$ cat src/rtl/ksfp_pkg.sv
// Constants and types for the key state frame parser.
// No dependencies; used by the top level and its checker.
`timescale 1ns / 1ps

package ksfp_pkg;

   localparam int BYTE_W            = 8;
   localparam int ROW_W             = 7;
   localparam int OUT_ROWS          = 6;
   localparam int ROW_COUNT_DEFAULT = 6;
   localparam int COL_COUNT_DEFAULT = 7;

   typedef logic [BYTE_W-1:0] byte_type;
   typedef logic [ROW_W-1:0]  row_type;

   localparam byte_type START_MARK = 8'hAA;
   localparam byte_type END_MARK   = 8'h55;

endpackage

$ cat src/rtl/key_state_frame_parser.sv
// Key state frame parser: finds start/end delimited frames with an XOR checksum.
// Depends on ksfp_pkg.
`timescale 1ns / 1ps

// Takes one received byte per transaction and looks for frames of ROW_COUNT + 3
// bytes: 0xAA, ROW_COUNT row bytes, the XOR of the row bytes, 0x55. The last
// ROW_COUNT + 2 unconsumed bytes are held in a shift window. When a byte arrives
// with the window full and the oldest byte is 0xAA and the new one 0x55, the
// frame is consumed and one result transaction carries the six row bitmaps (low
// COL_COUNT bits of each row, all zero on a checksum mismatch) and checksum_ok;
// otherwise the oldest byte is dropped. The checksum and marker compare sit
// between the window registers and the result register, and a new byte is
// taken every cycle unless a result waits under stall. A result appears in the
// cycle after the byte that closes its frame is taken.

module key_state_frame_parser
   import ksfp_pkg::*;
#(
   parameter int ROW_COUNT = ROW_COUNT_DEFAULT,
   parameter int COL_COUNT = COL_COUNT_DEFAULT
) (
   input  logic                clock,
   input  logic                reset,
   input  logic                req_valid,
   output logic                req_stall,
   input  logic [BYTE_W-1:0]   req_rx_byte,
   output logic                rsp_valid,
   input  logic                rsp_stall,
   output logic [ROW_W-1:0]    rsp_row0_keys,
   output logic [ROW_W-1:0]    rsp_row1_keys,
   output logic [ROW_W-1:0]    rsp_row2_keys,
   output logic [ROW_W-1:0]    rsp_row3_keys,
   output logic [ROW_W-1:0]    rsp_row4_keys,
   output logic [ROW_W-1:0]    rsp_row5_keys,
   output logic                rsp_checksum_ok
);

   localparam int HOLD_LEN = ROW_COUNT + 2;
   localparam int FILL_W   = $clog2(HOLD_LEN + 1);
   localparam logic [BYTE_W:0] COL_MASK_W = (BYTE_W+1)'((1 << COL_COUNT) - 1);
   localparam row_type COL_MASK = COL_MASK_W[ROW_W-1:0];

   byte_type            window_ff [HOLD_LEN];
   byte_type            window_in [HOLD_LEN];
   logic [FILL_W-1:0]   fill_ff, fill_in;
   logic                rsp_valid_ff, rsp_valid_in;
   row_type             rows_ff [OUT_ROWS];
   row_type             rows_in [OUT_ROWS];
   logic                ok_ff;

   logic      accept;
   logic      full;
   logic      hit;
   logic      ok;
   byte_type  chk;

   assign req_stall = rsp_valid_ff && rsp_stall;
   assign accept    = req_valid && !req_stall;
   assign full      = (fill_ff == FILL_W'(HOLD_LEN));
   assign hit       = full && (window_ff[0] == START_MARK) && (req_rx_byte == END_MARK);

   always_comb begin
      chk = '0;
      for (int r = 0; r < ROW_COUNT; r++) begin
         chk = chk ^ window_ff[1 + r];
      end
   end
   assign ok = (chk == window_ff[ROW_COUNT + 1]);

   for (genvar r = 0; r < OUT_ROWS; r++) begin : g_row
      if (r < ROW_COUNT) begin : g_used
         assign rows_in[r] = ok ? (window_ff[1 + r][ROW_W-1:0] & COL_MASK) : '0;
      end else begin : g_unused
         assign rows_in[r] = '0;
      end
   end

   // Window shifts on every accepted byte; once full, entry 0 is the oldest byte.
   always_comb begin
      for (int i = 0; i < HOLD_LEN - 1; i++) begin
         window_in[i] = window_ff[i + 1];
      end
      window_in[HOLD_LEN-1] = req_rx_byte;
   end

   always_comb begin
      fill_in = fill_ff;
      if (accept) begin
         if (!full) begin
            fill_in = fill_ff + FILL_W'(1);
         end else if (hit) begin
            fill_in = '0;
         end
      end
   end

   assign rsp_valid_in = accept ? hit : (rsp_valid_ff && rsp_stall);

   always_ff @(posedge clock) begin
      if (reset) begin
         fill_ff      <= '0;
         rsp_valid_ff <= 1'b0;
      end else begin
         fill_ff      <= fill_in;
         rsp_valid_ff <= rsp_valid_in;
      end
   end

   always_ff @(posedge clock) begin
      if (accept) begin
         window_ff <= window_in;
      end
      if (accept && hit) begin
         rows_ff <= rows_in;
         ok_ff   <= ok;
      end
   end

   assign rsp_valid       = rsp_valid_ff;
   assign rsp_row0_keys   = rows_ff[0];
   assign rsp_row1_keys   = rows_ff[1];
   assign rsp_row2_keys   = rows_ff[2];
   assign rsp_row3_keys   = rows_ff[3];
   assign rsp_row4_keys   = rows_ff[4];
   assign rsp_row5_keys   = rows_ff[5];
   assign rsp_checksum_ok = ok_ff;

endmodule

$ cat config.mk
export PLATFORM = sky130hd
export DESIGN_NAME = key_state_frame_parser
export DESIGN_NICKNAME = d
export VERILOG_FILES = /design/src/rtl/ksfp_pkg.sv /design/src/rtl/key_state_frame_parser.sv
export SDC_FILE = /design/constraint.sdc
export NUM_CORES = 1
export LEC_CHECK = 0
export BUFFER_PORTS_ARGS = -buffer_cell sky130_fd_sc_hd__buf_2
export CORE_MARGIN = 4
export CORE_UTILIZATION = 44
export CTS_CLUSTER_SIZE = 8
export DETAILED_ROUTE_END_ITERATION = 16
export GPL_ROUTABILITY_DRIVEN = 0
export MAX_ROUTING_LAYER = met4
export PLACE_DENSITY = 0.64
export SETUP_SLACK_MARGIN = 0.5
export SYNTH_ARGS = -nofsm -noshare
export SYNTH_HDL_FRONTEND = slang
export SYNTH_SLANG_ARGS = --single-unit
$ cat constraint.sdc
create_clock -name clock -period 5.2 [get_ports clock]
set_clock_uncertainty 0.15 [all_clocks]
set_input_delay 0.26 -clock clock [delete_from_list [all_inputs] [get_ports clock]]
set_output_delay 0.26 -clock clock [all_outputs]
set_load 0.005 [all_outputs]
==> key figures <==
Power and ir drop
  – P_int: approximately 0.0013 W
  – Reg power frac: 0.642
  – Logic pwr share: 0.076
  – Sw frac: 0.221
  – Leakage: between 2 and 2.5 nW
  – Pwr/cell area: 324 nW/um^2
  – VDD IR max: roughly 0.00013 V
  – Switch Pwr: around 0.00036 W
  – Clock Power Share: 0.281

Floorplan
  – I/O pin count: 57
  – Chip height: roughly 110 microns
  – Total die area: 11500 sq um
  – Core area: roughly 9400 sq um
  – Initial core utilization: 0.460
  – Chip Width: 107 microns
  – Row Count: 35

Routing
  – Drt via density: ~4.6
  – Number of DRC markers in iteration 0: 85
  – Total number of vias: around 2000
  – Routed Antenna Nets: 0
  – DRC: 0
  – Avg WL per Cell: around 15 microns
  – DRT Pass-1 Iters: 4
  – Final WL: 6580 microns

Timing
  – Post-layout min period: ~3.0 ns
  – Tcrit/Tclk final: 0.581
  – Endpoints failing hold: 0
  – Slew headroom: 0.210
  – Fmax: 331 MHz
  – Final setup vio count: 0
  – Pins Over Slew Limit: 0
  – Setup TNS: 0 ns
  – Worst-margin pin slew: 1.18 ns
  – RSZ-0062 raised after global routing: false

Logic synthesis
  – Top-count cell post-synth: edfxtp_1
  – Mean Syn Cell Area: roughly 19 sq um
  – Ys Warns: 0
  – Compound-Gate Fraction of Synth Area: 0.00115
  – Post-synthesis adder-cell area fraction: 0.00577
  – Post-synth top cells: edfxtp_1, and2_1, xnor2_1
  – Mapped Area: approximately 4300 sq um
  – Post-synth top area share: 0.741
  – Post-synthesis mux area share: 0.00231
  – Largest family of logic cells by synthesized area: XOR/XNOR gates
  – Number of synthesized flops with an enable pin: about 110
  – Distinct cells, synth: 21
  – Simple-Gate Fraction of Synth Area: 0.0947
  – Yosys reg bits: 112
  – Syn_nets: between 200 and 250
  – Seq/Total Area, Yosys: 0.764
  – Asr flop ratio synth: 0
  – Post-Syn Instances: around 230
  – Ranking of synthesized cells by area: edfxtp_1, xnor3_1, and2_1, xnor2_1, xor2_1
  – Dominant synthesized flop cell: edfxtp_1
  – Leading area contributor after synthesis: edfxtp_1
  – Synth Area in XOR/XNOR: 0.117

Setup path
  – Worst Setup Path Type: in2reg
  – Worst r2r path cells: 4
  – Worst r2r dst: rsp_row2_keys[3]
  – WP data required: slightly above 5 ns
  – Crit. End Element: flop
  – Startpoint types: input port
  – Setup crit end: rsp_row2_keys[3]
  – Critical path arrival: approximately 2.9 ns
  – Reg2Reg Setup Slack: approximately 2.6 ns
  – Worst path max stage delay: between 0.9 and 1 ns
  – Reg-to-Reg Start: window_ff[60]
  – Critical path, cell by cell: dlygate4sd3_1 > buf_2 > nor4bb_1 > nand4_1 > nor3_2 > buf_12
  – CP Launch Point: req_rx_byte[5]
  – Crit-path max FO: 32
  – Slowest cell on the critical path: nor3_2

Clock tree
  – Worst-Skew Late Latency: 0.37 ns
  – CTS tree: done
  – Sink Count: 112
  – CTS Buf Count: 9
  – Post-CTS Setup Inserts: 0
  – Clk root buf: clkbuf_8
  – H-tree levels: 3
  – CTS max path bufs: 2
  – Clock transition at the registers of the reported paths: ~0.10 ns

Run
  – MaxCap Viol Count: 0

Min path
  – Worst hold-check path type: in2reg
  – Hold Path Stages: 5

Global route
  – Largest net degree at the start of global routing: 68
  – Vias in the first global route: between 2000 and 2500
  – GRT Total Usage: 0.128
  – First-pass GRT wire length: 10900 microns
  – Initial antenna violation count: 0
  – Total gr overflow: 0

Placed design
  – PortBufs: 56
  – HPWL after DPL: around 4300 microns

Cells and area
  – Share of cells above drive strength 1: 0.256
  – Post-layout util: 0.534
  – Area grow syn2layout: 16.1%
  – Final #Nets: between 300 and 400
  – # diodes: 0

Outcome
  – Status: complete, no violations
logic make-up after synthesis:
kind of cell    after synthesis
buf+inv                       9
fa+ha+maj                     2
simple gates                 64
xor+xnor                     39
compound gates                1
mux                           1
flops                       112
registers in the layout (all words and copies together) (netlist names):
register,count
rsp_checksum_ok,1
rsp_row5_keys,7
rsp_row1_keys,7
fill_ff,4
rsp_row3_keys,7
rsp_row2_keys,7
rsp_row4_keys,7
rsp_valid,1
rsp_row0_keys,7
window_ff,64
cells in the final DEF, fill, tap and decap left out, drive strengths merged:
master / instances
and2: 42
clkbuf: 9
xnor3: 12
inv: 6
mux2i: 1
nand4: 3
nand3b: 1
nand2: 4
dfxtp: 5
xnor2: 15
clkinv: 5
nor2: 6
nor4bb: 4
nor4: 1
or2: 1
buf: 59
dlygate4sd3: 9
edfxtp: 107
xor2: 12
nand3: 1
clkinvlp: 1
ha: 2
a21oi: 1
nor3: 1
power by group through the flow:
stage / Clock (W) / Combinational, W / Sequential [W]
6_report: 0.000458 / 0.000124 / 0.00105
5_1_grt: 0.000510 / 0.000135 / 0.00105
4_1_cts: 0.000476 / 0.000126 / 0.00105
3_5_place_dp: 0 / 0.000121 / 0.00107
3_3_place_gp: 0 / 0.000120 / 0.00107
2_1_floorplan: 0 / 0.000101 / 0.00106
final cells by class:
type	count	area, sq um
clock buffer	9	124
clock inverter	7	47.5
fill	777	4380
inverter	5	18.8
multi-input combinational	107	962
sequential	112	3310
tap	129	161
timing repair buffer	68	405
metal layers:
metal,vias up,share of wire,GRT usage,wire length [microns]
li1,974,-,-,-
met1,971,0.51,0.187,3360
met2,53,0.42,0.175,2790
met3,11,0.048,0.0300,317
met4,0,0.017,0.0493,110
met5,-,0,-,0
how the worst min path moves through the flow:
| stage | from | slack, ns | endpoint |
|---|---|---|---|
| global route | rsp_stall | 0.14 | rsp_valid |
| finish | rsp_stall | 0.1 | rsp_valid |
| floorplan | reset | 0.18 | fill_ff[1] |
| global placement | window_ff[47] | 0.28 | window_ff[55] |
| detailed placement | window_ff[47] | 0.29 | window_ff[55] |
| CTS | rsp_stall | 0.08 | rsp_valid |
worst max-delay path, delay by kind of cell:
family | cells | cell delay (ns)
buf+inv | 3 | 0.95
simple gates | 3 | 1.69
timing repair:
item                                   CTS  global route
hold buffers                             9             0
gates resized for setup                  0             0
endpoints found under the hold margin   10             0
metrics by stage:
| stage | worst slack (ns) | cells | hold WS, ns | area [sq um] | power, W |
|---|---|---|---|---|---|
| 2_1_floorplan | 0.581 | 228 | 0.182 | 4330 | 0.00116 |
| 3_3_place_gp | 2.33 | 412 | 0.283 | 4770 | 0.00119 |
| 3_5_place_dp | 2.27 | 412 | 0.292 | 4770 | 0.00119 |
| 4_1_cts | 2.11 | 437 | 0.0801 | 5030 | 0.00165 |
| 5_1_grt | 1.97 | 437 | 0.145 | 5030 | 0.00170 |
| 6_report | 2.18 | 437 | 0.0971 | 5030 | 0.00163 |
(Power assumes the default switching activity.)
